### config.mk
export PLATFORM = sky130hd
export DESIGN_NAME = id_path_line_parser_flat
export DESIGN_NICKNAME = d
export VERILOG_FILES = /design/src/rtl/idp_pkg.sv /design/src/rtl/idp_stream_if.sv /design/src/rtl/idp_parse.sv /design/src/rtl/idp_out_buf.sv /design/src/rtl/id_path_line_parser.sv /design/src/flat_wrapper.sv
export VERILOG_INCLUDE_DIRS = /design/src /design/src/rtl
export SDC_FILE = /design/constraint.sdc
export NUM_CORES = 1
export LEC_CHECK = 0
export BUFFER_PORTS_ARGS = -buffer_cell sky130_fd_sc_hd__buf_2
export CAP_MARGIN = 30
export CORE_ASPECT_RATIO = 1.75
export CORE_MARGIN = 4
export CORE_UTILIZATION = 45
export DETAILED_ROUTE_END_ITERATION = 7
export SETUP_SLACK_MARGIN = 0.15
export SYNTH_ARGS = -nofsm -noshare
export SYNTH_HDL_FRONTEND = slang
export SYNTH_HIERARCHICAL = 1
export SYNTH_SLANG_ARGS = --single-unit
### constraint.sdc
create_clock -name clock -period 6.5 [get_ports clock]
set_input_delay 1.3 -clock clock [delete_from_list [all_inputs] [get_ports clock]]
set_output_delay 1.3 -clock clock [all_outputs]
set_load 0.05 [all_outputs]
### src/rtl/id_path_line_parser_defines.svh
// ----------------------------------------------------------------------------
// id_path_line_parser_defines
// Assertion macros shared by the line parser RTL.
// ----------------------------------------------------------------------------
`ifndef ID_PATH_LINE_PARSER_DEFINES_SVH
`define ID_PATH_LINE_PARSER_DEFINES_SVH

`ifndef SYNTHESIS
// same-cycle implication
`define IDP_ASSERT_IMP(lbl, clk, rst, ante, cons) \
   lbl: assert property (@(posedge clk) disable iff (rst) (ante) |-> (cons)) \
      else $error("assertion failed");
// next-cycle implication
`define IDP_ASSERT_NEXT(lbl, clk, rst, ante, cons) \
   lbl: assert property (@(posedge clk) disable iff (rst) (ante) |=> (cons)) \
      else $error("assertion failed");
`else
`define IDP_ASSERT_IMP(lbl, clk, rst, ante, cons)
`define IDP_ASSERT_NEXT(lbl, clk, rst, ante, cons)
`endif

`endif

### src/rtl/idp_pkg.sv
// ----------------------------------------------------------------------------
// idp_pkg
// Types and constants of the id/path line parser.
// ----------------------------------------------------------------------------
package idp_pkg;

   localparam int unsigned MAX_ID_DIGITS_DEF = 10;

   localparam logic [7:0] CHAR_NL   = 8'h0A;
   localparam logic [7:0] CHAR_CR   = 8'h0D;
   localparam logic [7:0] CHAR_SEMI = 8'h3B;
   localparam logic [7:0] CHAR_ZERO = 8'h30;
   localparam logic [7:0] CHAR_NINE = 8'h39;

   localparam logic ITEM_PATH = 1'b0;
   localparam logic ITEM_END  = 1'b1;

   localparam int unsigned MAX_ITEMS = 3;

   typedef enum logic [1:0] {
      MODE_ID   = 2'd0,
      MODE_PATH = 2'd1,
      MODE_SKIP = 2'd2
   } line_mode_type;

   typedef struct packed {
      logic [31:0] record_id;
      logic [7:0]  path_byte;
      logic        item_kind;
   } rsp_item_type;

   // words produced by one input byte
   typedef struct packed {
      logic [1:0]                   count;
      rsp_item_type [MAX_ITEMS-1:0] items;
   } parse_out_type;

   typedef struct packed {
      logic       empty;
      logic [1:0] count;
   } buf_status_type;

endpackage

### src/rtl/idp_stream_if.sv
// ----------------------------------------------------------------------------
// idp_stream_if
// Valid/ready channel interfaces for the parser's input and result words.
// ----------------------------------------------------------------------------
interface idp_req_if;
   logic       valid;
   logic       ready;
   logic [7:0] byte_in;
   logic       end_of_file;

   modport source (output valid, output byte_in, output end_of_file, input ready);
   modport sink   (input valid, input byte_in, input end_of_file, output ready);
endinterface

interface idp_rsp_if;
   logic        valid;
   logic        ready;
   logic [31:0] record_id;
   logic [7:0]  path_byte;
   logic        item_kind;

   modport source (output valid, output record_id, output path_byte, output item_kind,
                   input ready);
   modport sink   (input valid, input record_id, input path_byte, input item_kind,
                   output ready);
endinterface

### src/rtl/idp_parse.sv
// ----------------------------------------------------------------------------
// idp_parse
// Line state machine: id accumulate, separator check, path emission.
// ----------------------------------------------------------------------------
module idp_parse #(
   parameter int unsigned MAX_ID_DIGITS = idp_pkg::MAX_ID_DIGITS_DEF
) (
   input  logic                  clock,
   input  logic                  reset,
   input  logic                  take,
   input  logic [7:0]            byte_in,
   input  logic                  end_of_file,
   output idp_pkg::parse_out_type result
);

   localparam int unsigned CNT_W = $clog2(MAX_ID_DIGITS + 2);

   idp_pkg::line_mode_type mode_ff, mode_in, mode_mid;
   logic [31:0]      id_ff, id_in, id_mid;
   logic [CNT_W-1:0] cnt_ff, cnt_in, cnt_mid;
   logic             bad_ff, bad_in, bad_mid;
   logic             cr_ff, cr_in, cr_mid;
   logic             started_ff, started_in, started_mid;

   logic is_nl, is_cr, is_semi, is_digit, close_now;

   assign is_nl     = (byte_in == idp_pkg::CHAR_NL);
   assign is_cr     = (byte_in == idp_pkg::CHAR_CR);
   assign is_semi   = (byte_in == idp_pkg::CHAR_SEMI);
   assign is_digit  = (byte_in >= idp_pkg::CHAR_ZERO) && (byte_in <= idp_pkg::CHAR_NINE);
   assign close_now = is_nl || end_of_file;

   // next state
   always_comb begin
      mode_mid    = mode_ff;
      id_mid      = id_ff;
      cnt_mid     = cnt_ff;
      bad_mid     = bad_ff;
      cr_mid      = cr_ff;
      started_mid = started_ff;
      if (!is_nl) begin
         unique case (mode_ff)
            idp_pkg::MODE_ID: begin
               if (is_semi) begin
                  if (bad_ff || (cnt_ff == '0) || (cnt_ff > CNT_W'(MAX_ID_DIGITS)) ||
                      (id_ff == '0))
                     mode_mid = idp_pkg::MODE_SKIP;
                  else
                     mode_mid = idp_pkg::MODE_PATH;
               end else if (is_digit) begin
                  // id * 10 + digit, wraps at 32 bits
                  id_mid = {id_ff[28:0], 3'b000} + {id_ff[30:0], 1'b0}
                           + {28'd0, byte_in[3:0]};
                  if (cnt_ff <= CNT_W'(MAX_ID_DIGITS))
                     cnt_mid = cnt_ff + CNT_W'(1);
               end else begin
                  bad_mid = 1'b1;
               end
            end
            idp_pkg::MODE_PATH: begin
               if (cr_ff)
                  started_mid = 1'b1;
               cr_mid = is_cr;
               if (!is_cr)
                  started_mid = 1'b1;
            end
            default: begin
            end
         endcase
      end

      if (close_now) begin
         mode_in    = idp_pkg::MODE_ID;
         id_in      = '0;
         cnt_in     = '0;
         bad_in     = 1'b0;
         cr_in      = 1'b0;
         started_in = 1'b0;
      end else begin
         mode_in    = mode_mid;
         id_in      = id_mid;
         cnt_in     = cnt_mid;
         bad_in     = bad_mid;
         cr_in      = cr_mid;
         started_in = started_mid;
      end
   end

   // output words
   always_comb begin
      logic [1:0] n;
      n = 2'd0;
      for (int i = 0; i < idp_pkg::MAX_ITEMS; i++) begin
         result.items[i].record_id = id_ff;
         result.items[i].path_byte = 8'h00;
         result.items[i].item_kind = idp_pkg::ITEM_PATH;
      end
      if (!is_nl && (mode_ff == idp_pkg::MODE_PATH)) begin
         if (cr_ff) begin
            result.items[n].path_byte = idp_pkg::CHAR_CR;
            n = n + 2'd1;
         end
         if (!is_cr) begin
            result.items[n].path_byte = byte_in;
            n = n + 2'd1;
         end
      end
      if (close_now && (mode_mid == idp_pkg::MODE_PATH) && started_mid) begin
         result.items[n].item_kind = idp_pkg::ITEM_END;
         n = n + 2'd1;
      end
      result.count = n;
   end

   always_ff @(posedge clock) begin
      if (reset) begin
         mode_ff    <= idp_pkg::MODE_ID;
         id_ff      <= '0;
         cnt_ff     <= '0;
         bad_ff     <= 1'b0;
         cr_ff      <= 1'b0;
         started_ff <= 1'b0;
      end else if (take) begin
         mode_ff    <= mode_in;
         id_ff      <= id_in;
         cnt_ff     <= cnt_in;
         bad_ff     <= bad_in;
         cr_ff      <= cr_in;
         started_ff <= started_in;
      end
   end

endmodule

### src/rtl/idp_out_buf.sv
// ----------------------------------------------------------------------------
// idp_out_buf
// Three-word result register; loads a byte's words at once, drains one a cycle while out_ready.
// ----------------------------------------------------------------------------
module idp_out_buf (
   input  logic                   clock,
   input  logic                   reset,
   input  logic                   push,
   input  idp_pkg::parse_out_type load,
   output logic                   load_ready,
   output logic                   out_valid,
   input  logic                   out_ready,
   output idp_pkg::rsp_item_type  out_item,
   output idp_pkg::buf_status_type status
);

   idp_pkg::rsp_item_type items_ff [idp_pkg::MAX_ITEMS];
   logic [1:0] count_ff, count_in;
   logic       pop;

   assign out_valid  = (count_ff != 2'd0);
   assign pop        = out_valid && out_ready;
   // refill only when empty or when the last held word leaves this cycle
   assign load_ready = (count_ff == 2'd0) || ((count_ff == 2'd1) && out_ready);
   assign out_item   = items_ff[0];
   assign status     = '{empty: (count_ff == 2'd0), count: count_ff};

   always_comb begin
      if (push)
         count_in = load.count;
      else if (pop)
         count_in = count_ff - 2'd1;
      else
         count_in = count_ff;
   end

   always_ff @(posedge clock) begin
      if (reset)
         count_ff <= 2'd0;
      else
         count_ff <= count_in;
   end

   always_ff @(posedge clock) begin
      if (push) begin
         for (int i = 0; i < idp_pkg::MAX_ITEMS; i++)
            items_ff[i] <= load.items[i];
      end else if (pop) begin
         items_ff[0] <= items_ff[1];
         items_ff[1] <= items_ff[2];
      end
   end

endmodule

### src/rtl/id_path_line_parser.sv
// ----------------------------------------------------------------------------
// id_path_line_parser
// Parses "id;path" text lines and streams the path bytes of valid lines.
// ----------------------------------------------------------------------------
// Input channel req_if carries one file byte per word plus an end-of-file
// flag. Result channel rsp_if carries words tagged with the line's id: path
// bytes (item_kind 0), then one end-of-record word (item_kind 1, byte 0).
// Invalid lines produce no words; a trailing CR before the line end is
// stripped.
// Latency: a byte's first result word is valid the cycle after acceptance.
// Throughput: one byte per cycle while each byte yields at most one word and
// the receiver is ready; each extra word of a byte (released CR, record end)
// holds the input off while the three-entry result register drains one word
// a cycle to a ready receiver.
// When the receiver stalls, words wait in the result register; req_if ready
// is high only when the register is empty or its last word leaves that cycle.
// Reset clears the line state (next byte starts a fresh line) and discards
// any pending result words.
// ----------------------------------------------------------------------------
`include "id_path_line_parser_defines.svh"

module id_path_line_parser #(
   parameter int unsigned MAX_ID_DIGITS = idp_pkg::MAX_ID_DIGITS_DEF
) (
   input  logic      clock,
   input  logic      reset,
   idp_req_if.sink   req_if,
   idp_rsp_if.source rsp_if
);

   idp_pkg::parse_out_type  parse_res;
   idp_pkg::rsp_item_type   rsp_item;
   idp_pkg::buf_status_type buf_status;
   logic                    take;
   logic                    load_ready;

   assign req_if.ready = load_ready;
   assign take         = req_if.valid && load_ready;

   idp_parse #(
      .MAX_ID_DIGITS(MAX_ID_DIGITS)
   ) u_parse (
      .clock      (clock),
      .reset      (reset),
      .take       (take),
      .byte_in    (req_if.byte_in),
      .end_of_file(req_if.end_of_file),
      .result     (parse_res)
   );

   idp_out_buf u_out_buf (
      .clock     (clock),
      .reset     (reset),
      .push      (take),
      .load      (parse_res),
      .load_ready(load_ready),
      .out_valid (rsp_if.valid),
      .out_ready (rsp_if.ready),
      .out_item  (rsp_item),
      .status    (buf_status)
   );

   assign rsp_if.record_id = rsp_item.record_id;
   assign rsp_if.path_byte = rsp_item.path_byte;
   assign rsp_if.item_kind = rsp_item.item_kind;

   `IDP_ASSERT_NEXT(a_no_word_no_valid, clock, reset,
      take && (parse_res.count == 2'd0), !rsp_if.valid)
   `IDP_ASSERT_IMP(a_three_starts_cr, clock, reset,
      take && (parse_res.count == 2'd3),
      (parse_res.items[0].path_byte == idp_pkg::CHAR_CR) &&
      (parse_res.items[2].item_kind == idp_pkg::ITEM_END))
   `IDP_ASSERT_IMP(a_end_zero_byte, clock, reset,
      rsp_if.valid && (rsp_if.item_kind == idp_pkg::ITEM_END),
      (rsp_if.path_byte == 8'h00) && !buf_status.empty)

endmodule
### src/flat_wrapper.sv
// flat-port wrapper written by rule: the top's interface ports become plain ports
module id_path_line_parser_flat 
#(
   parameter int unsigned MAX_ID_DIGITS = idp_pkg::MAX_ID_DIGITS_DEF
)
  (clock, reset, req_if_valid, req_if_byte_in, req_if_end_of_file, req_if_ready, rsp_if_valid, rsp_if_record_id, rsp_if_path_byte, rsp_if_item_kind, rsp_if_ready);
  idp_req_if req_if_i ();
  idp_rsp_if rsp_if_i ();
  input  logic clock;
  input  logic reset;
  input wire logic [$bits(req_if_i.valid)-1:0] req_if_valid;
  input wire logic [$bits(req_if_i.byte_in)-1:0] req_if_byte_in;
  input wire logic [$bits(req_if_i.end_of_file)-1:0] req_if_end_of_file;
  output wire logic [$bits(req_if_i.ready)-1:0] req_if_ready;
  output wire logic [$bits(rsp_if_i.valid)-1:0] rsp_if_valid;
  output wire logic [$bits(rsp_if_i.record_id)-1:0] rsp_if_record_id;
  output wire logic [$bits(rsp_if_i.path_byte)-1:0] rsp_if_path_byte;
  output wire logic [$bits(rsp_if_i.item_kind)-1:0] rsp_if_item_kind;
  input wire logic [$bits(rsp_if_i.ready)-1:0] rsp_if_ready;
  assign req_if_i.valid = req_if_valid;
  assign req_if_i.byte_in = req_if_byte_in;
  assign req_if_i.end_of_file = req_if_end_of_file;
  assign req_if_ready = req_if_i.ready;
  assign rsp_if_valid = rsp_if_i.valid;
  assign rsp_if_record_id = rsp_if_i.record_id;
  assign rsp_if_path_byte = rsp_if_i.path_byte;
  assign rsp_if_item_kind = rsp_if_i.item_kind;
  assign rsp_if_i.ready = rsp_if_ready;
  id_path_line_parser #(.MAX_ID_DIGITS(MAX_ID_DIGITS)) u_core (.clock(clock), .reset(reset), .req_if(req_if_i), .rsp_if(rsp_if_i));
endmodule
==> results of run 1 <==
## cell families (layout without fill, tap and decap cells)
logic type | after synthesis | in the layout | synth area share (%)
compound gates | 142 | 142 | 9.55
xor+xnor | 31 | 31 | 2.74
fa+ha+maj | 69 | 69 | 8.85
buf+inv | 157 | 112 | 11.3
flops | 166 | 166 | 45.9
mux | 83 | 83 | 12.4
other cells | 1 | 8 | 0.0378
simple gates | 172 | 172 | 9.13
## power groups by stage
stage | logic, W | registers (W) | clock network (W)
2_1_floorplan | 0.000267 | 0.00128 | 0
3_3_place_gp | 0.000281 | 0.00128 | 0
3_5_place_dp | 0.000290 | 0.00128 | 0
4_1_cts | 0.000290 | 0.00126 | 0.00103
5_1_grt | 0.000301 | 0.00126 | 0.00108
6_report | 0.000286 | 0.00126 | 0.00100
## synthesized netlist by cell type (3+ instances only)
cell,instances
or3_1,4
a211o_1,3
clkbuf_1,11
and2_1,13
nor4_1,9
nor3_1,8
xnor2_1,22
a22oi_1,10
nand2b_1,5
o211ai_1,5
nor2_1,43
nand4_1,7
xor2_1,9
ha_1,67
and3_1,7
dfxtp_1,43
a41oi_1,3
a21oi_1,41
o21ai_0,29
a21boi_0,3
o21bai_1,3
nand3_1,9
buf_4,114
nor2b_1,3
a31oi_1,4
o21a_1,6
mux2_2,3
edfxtp_1,123
a21o_1,15
buf_8,8
inv_1,21
mux2_4,80
nand2_1,46
## per-stage QoR
stage	total power, W	area (µm²)	setup slack [ns]	utilization [%]	hold WS (ns)
after floorplan	0.00155	9950	0.836	-	0.438
after global placement	0.00156	9580	1.98	44.4	0.474
after detailed placement	0.00157	9610	1.85	44.5	0.482
after CTS	0.00258	10200	2.30	47.2	0.497
after global routing	0.00264	10200	2.05	47.2	0.519
final	0.00255	10200	2.28	47.2	0.489
## flip-flops by register name, indices dropped and copies added, names as in the netlist
register	count
u_core/u_out_buf/count_ff	2
u_core/u_parse/bad_ff	1
u_core/u_out_buf/items_ff	123
u_core/u_parse/cr_ff	1
u_core/u_parse/mode_ff	2
u_core/u_parse/cnt_ff	4
u_core/u_parse/started_ff	1
u_core/u_parse/id_ff	32
## layout make-up
| type | count | area (µm²) | area share [%] |
|---|---|---|---|
| inverters | 21 | 78.8 | 0.774 |
| clock inverters | 11 | 124 | 1.22 |
| multi-input cells | 505 | 4280 | 42.0 |
| repair buffers | 59 | 330 | 3.24 |
| well taps | 292 | 365 | 3.59 |
| clock buffers | 21 | 460 | 4.52 |
| flip-flops and latches | 166 | 4550 | 44.7 |
## tightest hold or removal path, delay by kind of cell, from the launching register on
kind	cells	cell delay, ns
AO/OA/AOI/OAI	1	0.04
AND/OR/NAND/NOR	1	0.07
flip-flops	1	0.34
## worst min path at each step
stage / from / to / slack, ns
floorplan: u_core/u_parse/bad_ff / u_core/u_parse/bad_ff / 0.44
global placement: u_core/u_parse/bad_ff / u_core/u_parse/bad_ff / 0.47
detailed placement: u_core/u_parse/bad_ff / u_core/u_parse/bad_ff / 0.48
CTS: u_core/u_parse/started_ff / u_core/u_parse/started_ff / 0.50
global route: u_core/u_parse/started_ff / u_core/u_parse/started_ff / 0.52
finish: u_core/u_parse/started_ff / u_core/u_parse/started_ff / 0.49
## layer usage
layer / part of all wire [%] / global-route usage (%) / routed length [µm] / vias up
met5: 0 / 0 / 0 / -
met4: 3.5 / 8.18 / 651 / 0
met3: 2.7 / 2.58 / 517 / 43
met2: 55 / 29.0 / 10400 / 104
met1: 39 / 16.1 / 7300 / 2784
li1: - / - / - / 2776
==> key figures, run 1 <==
Drt
  • Pre-Repair DR Iteration Count: 4
  • Via density: 5.31
  • Drt wl/cell: 17.5 µm
  • DRC Markers: 0
  • Routed WL: 18.8 mm
  • Final ANT Viol Nets: 0
  • Drt first-iter violations: 297
  • Via Count: 5707

Min path
  • Hold depth: 2
  • Hold Path Class: flop to flop

Floorplan
  • Core Region: 21600 µm²
  • Chip width: 120 µm
  • DIE AREA: 24600 µm²
  • Floorplan die height: 204 µm
  • Initial core utilization: 46.0%
  • Std cell rows: 71
  • IO Pins: 56

Global route
  • Vias in the first global route: 5930
  • GRT overflow: 0
  • GRT Total Usage: 15.4%
  • Initial antenna violation count: 0
  • Largest net degree at the start of global routing: 55
  • First-pass GRT wire length: 30.1 mm

Setup path
  • Worst-path maximum fanout: 6
  • Worst Setup Path Type: input pin to flop
  • Worst r2r src: u_core/u_parse/id_ff[0]
  • CP Capture Type: flop
  • Arr. time, crit path: 4.50 ns
  • R2r setup slk: 2.83 ns
  • Reg2Reg Depth: 12
  • Setup crit start: req_if_byte_in[3]
  • Startpoint Class: input pin
  • CP Buf/Inv Count: 3
  • Delay of the slowest critical-path stage: 0.54 ns
  • CP top delay family: compound AO/OA/AOI/OAI gates
  • CP max-delay cell: fa_1
  • CP required: 6.78 ns
  • Worst flop-to-flop path endpoint: u_core/u_parse/id_ff[24]
  • Worst-path cell chain: buf_2, inv_1, fa_1, inv_1, fa_1, a21oi_1, o211ai_1, a221oi_2, a2111oi_1, or3_1, a21boi_0, xor2_1, o21ai_0
  • Worst path depth: 13
  • Crit path to: u_core/u_parse/id_ff[24]

Pwr
  • Switch share: 25.6%
  • P_int: 0.00190 W
  • Gate power share: 11.2%
  • Peak supply drop: 0.162 mV
  • Sequential share of power: 49.3%
  • Clock share of power: 39.5%
  • Net Switching: 0.000650 W
  • PD cells: 250 nW/µm²
  • Pleak: 4.25 nW

Yosys
  • Synthesized area: 9920 µm²
  • YS warnings: 6
  • Post-synth EDFFs: 123
  • Post-synth ARST share: 0%
  • Most common flop cell mapped by yosys: edfxtp_1
  • Syn Area/Cell: 12.1 µm²
  • Register area share after synthesis: 45.9%
  • Gate Count Post-Synth: 821
  • Yosys top cell area share: 37.2%
  • Seq cells post-synth: 166
  • Dominant cell type by area after synthesis: edfxtp_1
  • Synth cell types: 66
  • Area contributors post-synth: edfxtp_1 (37%), mux2_4 (12%), dfxtp_1 (8.7%), buf_4 (8.6%), ha_1 (8.4%)

Placement
  • I/O Buffers: 55
  • Post-DP HPWL: 13.1 mm
  • Gpl congestion: 0.877
  • Cell total after placement: 1043

Timing
  • Total negative setup slack: 0 ns
  • Final Skew: 0.0129 ns
  • Unrepaired setup endpoints after global routing: no
  • Final hold violation count: 0
  • Tmin final: 4.22 ns
  • Count of final setup violators: 0
  • Max Clk Rate: 237 MHz
  • Rel. slew slack: 37.7%
  • Final Max Slew Viols: 0
  • Least-Margin Pin Slew: 0.935 ns
  • Period utilisation layout: 64.9%

Finish
  • Layout cells sized above 1: 24.0%
  • N_diodes: 0
  • Fillers: 1954
  • Area delta synth->final: 2.70%
  • Finished Layout Cells: 1075
  • Most frequent cells in the layout: edfxtp_1 (123), mux2_4 (80), ha_1 (67)
  • Commonest non-fill, non-tap cell in the layout: edfxtp_1
  • Nets@finish: 852

Clocking
  • Clk slew on worst S/H paths: 0.07 ns
  • TritonCTS Buffers: 17
  • # hold bufs at CTS: 0
  • Number of post-CTS setup repair buffers: 0
  • CTS Root Cell: clkbuf_16
  • Resized Gates After CTS: 0
  • CTS tree: built
  • Clk buf depth: 2
  • # H-tree levels: 4
  • Clk_lat worst skew: 0.42 ns
  • Clock Sinks: 166

Job
  • Max-Cap Viols: 0

Outcome
  • Status: complete, no violations
(Power assumes the default switching activity.)
==> run 2: changes to the inputs <==
- clock period: 6.5 -> 3.58 ns (I/O delays scaled with it)
==> key figures, run 2 (same netlist as run 1, synthesis figures left out) <==
Floorplan
  • Core Region: 21600 µm² (unchanged)
  • DIE AREA: 24600 µm² (unchanged)
  • Initial core utilization: 46.0% (unchanged)
  • Chip width: 120 µm (unchanged)
  • IO Pins: 56 (unchanged)
  • Std cell rows: 71 (unchanged)
  • Floorplan die height: 204 µm (unchanged)

Setup path
  • Worst Setup Path Type: input pin to flop (unchanged)
  • CP max-delay cell: fa_1 (unchanged)
  • Worst-path cell chain: buf_2, inv_1, fa_1, inv_1, fa_2, a21oi_2, o211ai_1, a221oi_2, buf_4, a2111oi_4, buf_4, o211ai_1, nand2_1, xnor2_1, a22o_1 (was buf_2, inv_1, fa_1, inv_1, fa_1, a21oi_1, o211ai_1, a221oi_2, a2111oi_1, or3_1, a21boi_0, xor2_1, o21ai_0)
  • Startpoint Class: input pin (unchanged)
  • CP required: 3.89 ns (was 6.78 ns)
  • CP Capture Type: flop (unchanged)
  • R2r setup slk: 0.43 ns (was 2.83 ns)
  • Delay of the slowest critical-path stage: 0.53 ns (was 0.54 ns)
  • CP top delay family: compound AO/OA/AOI/OAI gates (unchanged)
  • Arr. time, crit path: 3.57 ns (was 4.50 ns)
  • Worst-path maximum fanout: 3 (was 6)
  • CP Buf/Inv Count: 5 (was 3)
  • Worst flop-to-flop path endpoint: u_core/u_parse/id_ff[26] (was u_core/u_parse/id_ff[24])
  • Reg2Reg Depth: 14 (was 12)
  • Worst r2r src: u_core/u_parse/id_ff[0] (unchanged)

Placement
  • Gpl congestion: 0.905 (was 0.877)
  • I/O Buffers: 55 (unchanged)
  • Post-DP HPWL: 13.8 mm (was 13.1 mm)
  • Post-place setup slack: -0.223 ns (was 1.85 ns)

Pwr
  • Peak supply drop: 0.285 mV (was 0.162 mV)
  • Pleak: 4.34 nW (was 4.25 nW)
  • PD cells: 438 nW/µm² (was 250 nW/µm²)
  • Final Power: 0.00454 W (was 0.00255 W)

Global route
  • First-pass GRT wire length: 31.1 mm (was 30.1 mm)
  • Largest net degree at the start of global routing: 45 (was 55)
  • GRT overflow: 0 (unchanged)
  • Vias in the first global route: 6258 (was 5930)
  • GRT Total Usage: 15.9% (was 15.4%)
  • Initial antenna violation count: 0 (unchanged)

Clocking
  • Clk_lat worst skew: 0.43 ns (was 0.42 ns)
  • # hold bufs at CTS: 0 (unchanged)
  • TritonCTS Buffers: 17 (unchanged)
  • CTS tree: built (unchanged)
  • Clk buf depth: 2 (unchanged)
  • Clk slew on worst S/H paths: 0.06 ns (was 0.07 ns)
  • CTS Root Cell: clkbuf_16 (unchanged)
  • # H-tree levels: 4 (unchanged)
  • Clock Sinks: 166 (unchanged)

Timing
  • Unrepaired setup endpoints after global routing: no (unchanged)
  • Least-Margin Pin Slew: 0.759 ns (was 0.935 ns)
  • Rel. slew slack: 49.2% (was 37.7%)
  • Period utilisation layout: 91.1%
  • Final Max Slew Viols: 0 (unchanged)
  • Tmin final: 3.26 ns
  • Count of final setup violators: 0 (unchanged)
  • Total negative setup slack: 0 ns (unchanged)
  • Final WS setup: 0.317 ns (was 2.28 ns)
  • Final hold violation count: 0 (unchanged)
  • Max Clk Rate: 306 MHz
  • Hold Slack: 0.490 ns (was 0.489 ns)
  • Final Skew: 0.0151 ns (was 0.0129 ns)

Min path
  • Hold Path Sink: u_core/u_parse/started_ff (unchanged)
  • Hold depth: 2 (unchanged)
  • Hold Startpoint: u_core/u_parse/started_ff (unchanged)
  • Hold Path Class: flop to flop (unchanged)

Finish
  • Core Util, Final: 48.0% (was 47.2%)
  • Multi-input combinational cell area: 4300 µm² (was 4280 µm²)
  • Max reg flops: 123 (unchanged)
  • Commonest non-fill, non-tap cell in the layout: edfxtp_1 (unchanged)
  • Nets@finish: 876 (was 852)
  • Most frequent cells in the layout: edfxtp_1 (123), mux2_4 (80), ha_1 (67) (unchanged)
  • Most flops, register: u_core/u_out_buf/items_ff (unchanged)
  • Fillers: 1911 (was 1954)
  • Sequential cell area: 4550 µm² (unchanged)
  • Layout cells sized above 1: 26.5% (was 24.0%)
  • Area delta synth->final: 4.49% (was 2.70%)
  • Largest regs: u_core/u_out_buf/items_ff: 123 flops, u_core/u_parse/id_ff: 32 flops, u_core/u_parse/cnt_ff: 4 flops (unchanged)
  • N_diodes: 0 (unchanged)

Outcome
  • Status: complete, no violations (unchanged)

Drt
  • Routed WL: 19.1 mm (was 18.8 mm)
  • Final ANT Viol Nets: 0 (unchanged)
  • Via density: 5.39 (was 5.31)
  • Met3 routed WL: 678 µm (was 517 µm)
  • Top layer in use: met4 (unchanged)
  • DRC Markers: 0 (unchanged)
  • Via Count: 5928 (was 5707)
  • Metal2 WL: 10.6 mm (was 10.4 mm)
  • Routed metal-1 wirelength: 7.15 mm (was 7.30 mm)
  • Drt first-iter violations: 334 (was 297)
  • Pre-Repair DR Iteration Count: 5 (was 4)
  • Drt wl/cell: 17.4 µm (was 17.5 µm)

Job
  • Max-Cap Viols: 0 (unchanged)
## run 2: changes by cell type in the layout (fill, tap and decap cells not counted), moves of 2 or more
cell,delta
clkinv_4,+2
clkinvlp_4,+3
clkinv_2,-2
clkinv_1,+2
buf_4,+24
clkbuf_8,-2
## run 2: worst min-delay path, cell delays in order, from the launching register on
cell,delay (ns)
dfxtp_1,0.34
a21oi_1,0.05
nor2_1,0.07
## run 2: layer usage
metal  global-route usage (%)  up-vias
li1                         -     2827
met1                     16.4     2898
met2                     30.2      156
met3                     2.63       47
met4                     8.10        0
met5                        0        -
## run 2: cell type report
class / count / area share (%)
flip-flops and latches: 166 / 43.9
multi-input cells: 505 / 41.5
repair buffers: 83 / 4.92
clock buffers: 18 / 4.14
well taps: 292 / 3.52
clock inverters: 14 / 1.23
inverters: 21 / 0.760
## run 2: how the worst max path moves through the flow
stage          depth (start not counted)                       end  slack, ns              start
2_1_floorplan                         12  u_core/u_parse/id_ff[24]       0.15  req_if_byte_in[3]
3_3_place_gp                          14  u_core/u_parse/id_ff[26]      -0.13  req_if_byte_in[3]
3_5_place_dp                          14  u_core/u_parse/id_ff[26]      -0.22  req_if_byte_in[3]
4_1_cts                               14  u_core/u_parse/id_ff[26]       0.20  req_if_byte_in[3]
5_1_grt                               15  u_core/u_parse/id_ff[26]       0.20  req_if_byte_in[3]
6_report                              15  u_core/u_parse/id_ff[26]       0.32  req_if_byte_in[3]
## run 2: repair_timing
item,4_1_cts,5_1_grt
buffers inserted,0,1
hold endpoints to repair,0,0
endpoints found under the setup margin,0,5
gates resized for setup,0,4
## run 2: where the power goes
group,internal [W],total [W],switching [W],leakage (nW)
Clock,0.000961,0.00173,0.000772,0.259
Combinational,0.000139,0.000528,0.000388,2.49
Sequential,0.00224,0.00228,0.0000398,1.60
## run 2: per-stage QoR
stage / cell area (µm²) / cells
2_1_floorplan: 9960 / 828
3_3_place_gp: 9780 / 1066
3_5_place_dp: 9780 / 1066
4_1_cts: 10300 / 1098
5_1_grt: 10400 / 1099
6_report: 10400 / 1099
==> run 3: changes to the inputs <==
- ABC_AREA: unset -> 1
- PLACE_DENSITY_LB_ADDON: unset -> 0.3
==> key figures, run 3 <==
Timing
  • Final hold violation count: 0 (unchanged)
  • Period utilisation layout: 76.1% (was 91.1%)
  • Max Clk Rate: 367 MHz (was 306 MHz)
  • Total negative setup slack: 0 ns (unchanged)
  • Least-Margin Pin Slew: 0.714 ns (was 0.759 ns)
  • Final Skew: 0.00962 ns (was 0.0151 ns)
  • Final WS setup: 0.855 ns (was 0.317 ns)
  • Final Max Slew Viols: 0 (unchanged)
  • Rel. slew slack: 52.4% (was 49.2%)
  • Count of final setup violators: 0 (unchanged)
  • Hold Slack: 0.470 ns (was 0.490 ns)
  • Tmin final: 2.73 ns (was 3.26 ns)
  • Unrepaired setup endpoints after global routing: no (unchanged)

Clocking
  • # H-tree levels: 4 (unchanged)
  • Clk_lat worst skew: 0.43 ns (about the same)
  • Clk buf depth: 2 (unchanged)
  • # hold bufs at CTS: 0 (unchanged)
  • CTS Root Cell: clkbuf_16 (unchanged)
  • Clk slew on worst S/H paths: 0.06 ns (about the same)
  • TritonCTS Buffers: 17 (unchanged)
  • CTS tree: built (unchanged)
  • Clock Sinks: 166 (unchanged)
  • Number of post-CTS setup repair buffers: 0 (unchanged)
  • Resized Gates After CTS: 0 (unchanged)

Setup path
  • CP Capture Type: flop (unchanged)
  • CP required: 3.88 ns (was 3.89 ns)
  • Worst Setup Path Type: flop to flop (was input pin to flop)
  • Most common cell on crit path: nand3_1
  • CP max-delay cell: dfxtp_1 (was fa_1)
  • Worst-path maximum fanout: 7 (was 3)
  • CP Buf/Inv Count: 2 (was 5)
  • Delay of the slowest critical-path stage: 0.50 ns (was 0.53 ns)
  • Arr. time, crit path: 3.03 ns (was 3.57 ns)
  • Worst-path cell chain: inv_1, fa_1, inv_1, fa_1, nand3_1, nand3_1, nand3_1, nand3b_1, or2_2, nand3_1, a21oi_1 (was buf_2, inv_1, fa_1, inv_1, fa_2, a21oi_2, o211ai_1, a221oi_2, buf_4, a2111oi_4, buf_4, o211ai_1, nand2_1, xnor2_1, a22o_1)
  • Startpoint Class: flop (was input pin)
  • CP top delay family: adder cells (was compound AO/OA/AOI/OAI gates)

Yosys
  • Most common flop cell mapped by yosys: edfxtp_1 (unchanged)
  • Syn Area/Cell: 8.36 µm² (was 12.1 µm²)
  • Synthesized area: 11000 µm² (was 9920 µm²)
  • Seq cells post-synth: 166 (unchanged)
  • Yosys top cell area share: 33.4% (was 37.2%)
  • Synth cell types: 44 (was 66)
  • Dominant cell type by area after synthesis: edfxtp_1 (unchanged)
  • Area contributors post-synth: edfxtp_1 (33%), nand2_1 (12%), buf_4 (7.9%), dfxtp_1 (7.8%), ha_1 (7.6%) (was edfxtp_1 (37%), mux2_4 (12%), dfxtp_1 (8.7%), buf_4 (8.6%), ha_1 (8.4%))
  • YS warnings: 6 (unchanged)
  • Post-synth ARST share: 0% (unchanged)
  • Register area share after synthesis: 41.2% (was 45.9%)
  • Post-synth top cells: nand2_1 (344), inv_1 (211), edfxtp_1 (123), buf_4 (116), nor2_1 (94) (was edfxtp_1 (123), buf_4 (114), mux2_4 (80), ha_1 (67), nand2_1 (46))
  • Post-synth EDFFs: 123 (unchanged)
  • Gate Count Post-Synth: 1321 (was 821)
  • Most instantiated library cell after synthesis: nand2_1 (was edfxtp_1)

Finish
  • Max reg flops: 123 (unchanged)
  • Finished Layout Cells: 1595 (was 1099)
  • Area delta synth->final: 3.37% (was 4.49%)
  • Fillers: 2281 (was 1911)
  • Nets@finish: 1356 (was 876)
  • N_diodes: 0 (unchanged)
  • Commonest non-fill, non-tap cell in the layout: nand2_1 (was edfxtp_1)
  • Largest regs: u_core/u_out_buf/items_ff: 123 flops, u_core/u_parse/id_ff: 32 flops, u_core/u_parse/cnt_ff: 4 flops (unchanged)
  • Most frequent cells in the layout: nand2_1 (341), inv_1 (209), edfxtp_1 (123) (was edfxtp_1 (123), mux2_4 (80), ha_1 (67))
  • Most flops, register: u_core/u_out_buf/items_ff (unchanged)
  • Layout cells sized above 1: 19.2% (was 26.5%)

Drt
  • Via Count: 7792 (was 5928)
  • Pre-Repair DR Iteration Count: 8 (was 5)
  • DRC Markers: 0 (unchanged)
  • Via density: 4.89 (was 5.39)
  • Drt wl/cell: 14.7 µm (was 17.4 µm)
  • Routed WL: 23.4 mm (was 19.1 mm)
  • Final ANT Viol Nets: 0 (unchanged)
  • Drt first-iter violations: 496 (was 334)

Floorplan
  • Initial core utilization: 45.8% (was 46.0%)
  • Std cell rows: 75 (was 71)
  • IO Pins: 56 (unchanged)
  • Core Region: 24100 µm² (was 21600 µm²)
  • DIE AREA: 27200 µm² (was 24600 µm²)
  • Chip width: 126 µm (was 120 µm)
  • Floorplan die height: 215 µm (was 204 µm)

Placement
  • I/O Buffers: 55 (unchanged)
  • Gpl congestion: 0.894 (was 0.905)
  • Post-DP HPWL: 17.6 mm (was 13.8 mm)
  • Post-place setup slack: 0.484 ns (was -0.223 ns)
  • Cell total after placement: 1563 (was 1066)

Global route
  • Vias in the first global route: 7591 (was 6258)
  • Initial antenna violation count: 0 (unchanged)
  • GRT Total Usage: 17.6% (was 15.9%)
  • Largest net degree at the start of global routing: 82 (was 45)
  • GRT overflow: 0 (unchanged)
  • First-pass GRT wire length: 37.9 mm (was 31.1 mm)

Pwr
  • PD cells: 663 nW/µm² (was 438 nW/µm²)
  • Clock share of power: 26.3% (was 38.2%)
  • Sequential share of power: 40.4% (was 50.2%)
  • Switch share: 39.2% (was 26.4%)
  • Gate power share: 33.3% (was 11.6%)
  • P_int: 0.00461 W (was 0.00334 W)
  • Net Switching: 0.00297 W (was 0.00120 W)
  • Pleak: 5.35 nW (was 4.34 nW)
  • Peak supply drop: 0.393 mV (was 0.285 mV)

Outcome
  • Status: complete, no violations (unchanged)

Min path
  • Hold Path Class: flop to flop (unchanged)

Job
  • Max-Cap Viols: 0 (unchanged)
## run 3: cell types whose count changed after synthesis, sizes merged, moves of 11 or more
cell and change:
buf +11, a21oi +18, nor2 +50, and2 -11, mux2 -83, nand2 +316
nand3 +45, o21ai +72, a21o -14, xnor2 -20, inv +199
## run 3: stage by stage
step	instance area (µm²)	util [%]	power (W)
3_5_place_dp	10800	44.7	0.00566
3_3_place_gp	10800	44.7	0.00561
6_report	11400	47.3	0.00757
2_1_floorplan	11100	-	0.00553
5_1_grt	11400	47.3	0.00796
4_1_cts	11400	47.3	0.00768
## run 3: layer usage
layer  routed length [µm]  vias to the layer above  global-route usage [%]  share of wire, %
li1                     -                     3993                       -                 -
met1                 8760                     3587                    17.9                37
met2                12800                      157                    33.4                55
met3                  665                       55                    2.26               2.8
met4                 1160                        0                    10.3               5.0
met5                    0                        -                       0                 0
## run 3: cell families (layout without fill, tap and decap cells)
logic type,Yosys count,count (layout),synth area share [%]
simple gates,551,551,21.7
buf+inv,360,319,17.8
compound gates,169,169,10.9
flops,166,166,41.2
fa+ha+maj,69,69,7.95
xor+xnor,5,5,0.397
other cells,1,8,0.0340
## run 3: power groups by stage
| stage | Clock [W] | Sequential [W] | Combinational [W] |
|---|---|---|---|
| floorplan | 0 | 0.00308 | 0.00246 |
| global placement | 0 | 0.00309 | 0.00252 |
| detailed placement | 0 | 0.00311 | 0.00255 |
| CTS | 0.00205 | 0.00307 | 0.00256 |
| global route | 0.00213 | 0.00312 | 0.00271 |
| finish | 0.00199 | 0.00306 | 0.00252 |
## run 3: final cells by class
type	instances	area, µm²	area share, %
Sequential cell	166	4550	39.9
Multi-Input combinational cell	802	4610	40.3
Timing Repair Buffer	66	383	3.35
Clock inverter	15	218	1.91
Tap cell	308	385	3.38
Inverter	221	843	7.39
Clock buffer	17	425	3.73
## run 3: worst reg2reg max path: cells and delay by family (launching register included)
family                     cells  cell delay, ns
adders and majority gates      2            0.97
and+or+nand+nor                6            0.90
DFF                            1            0.50
buffers and inverters          2            0.17
AOI/OAI and AO/OA              1            0.06
## run 3: worst paths after layout
path                                start                       end  slack, ns  depth (start not counted)
setup reg to reg  u_core/u_parse/id_ff[2]  u_core/u_parse/id_ff[14]       0.85                         11
hold / removal      u_core/u_parse/bad_ff     u_core/u_parse/bad_ff       0.47                          2
setup / recovery  u_core/u_parse/id_ff[2]  u_core/u_parse/id_ff[14]       0.85                         11
hold reg to reg     u_core/u_parse/bad_ff     u_core/u_parse/bad_ff       0.47                          2
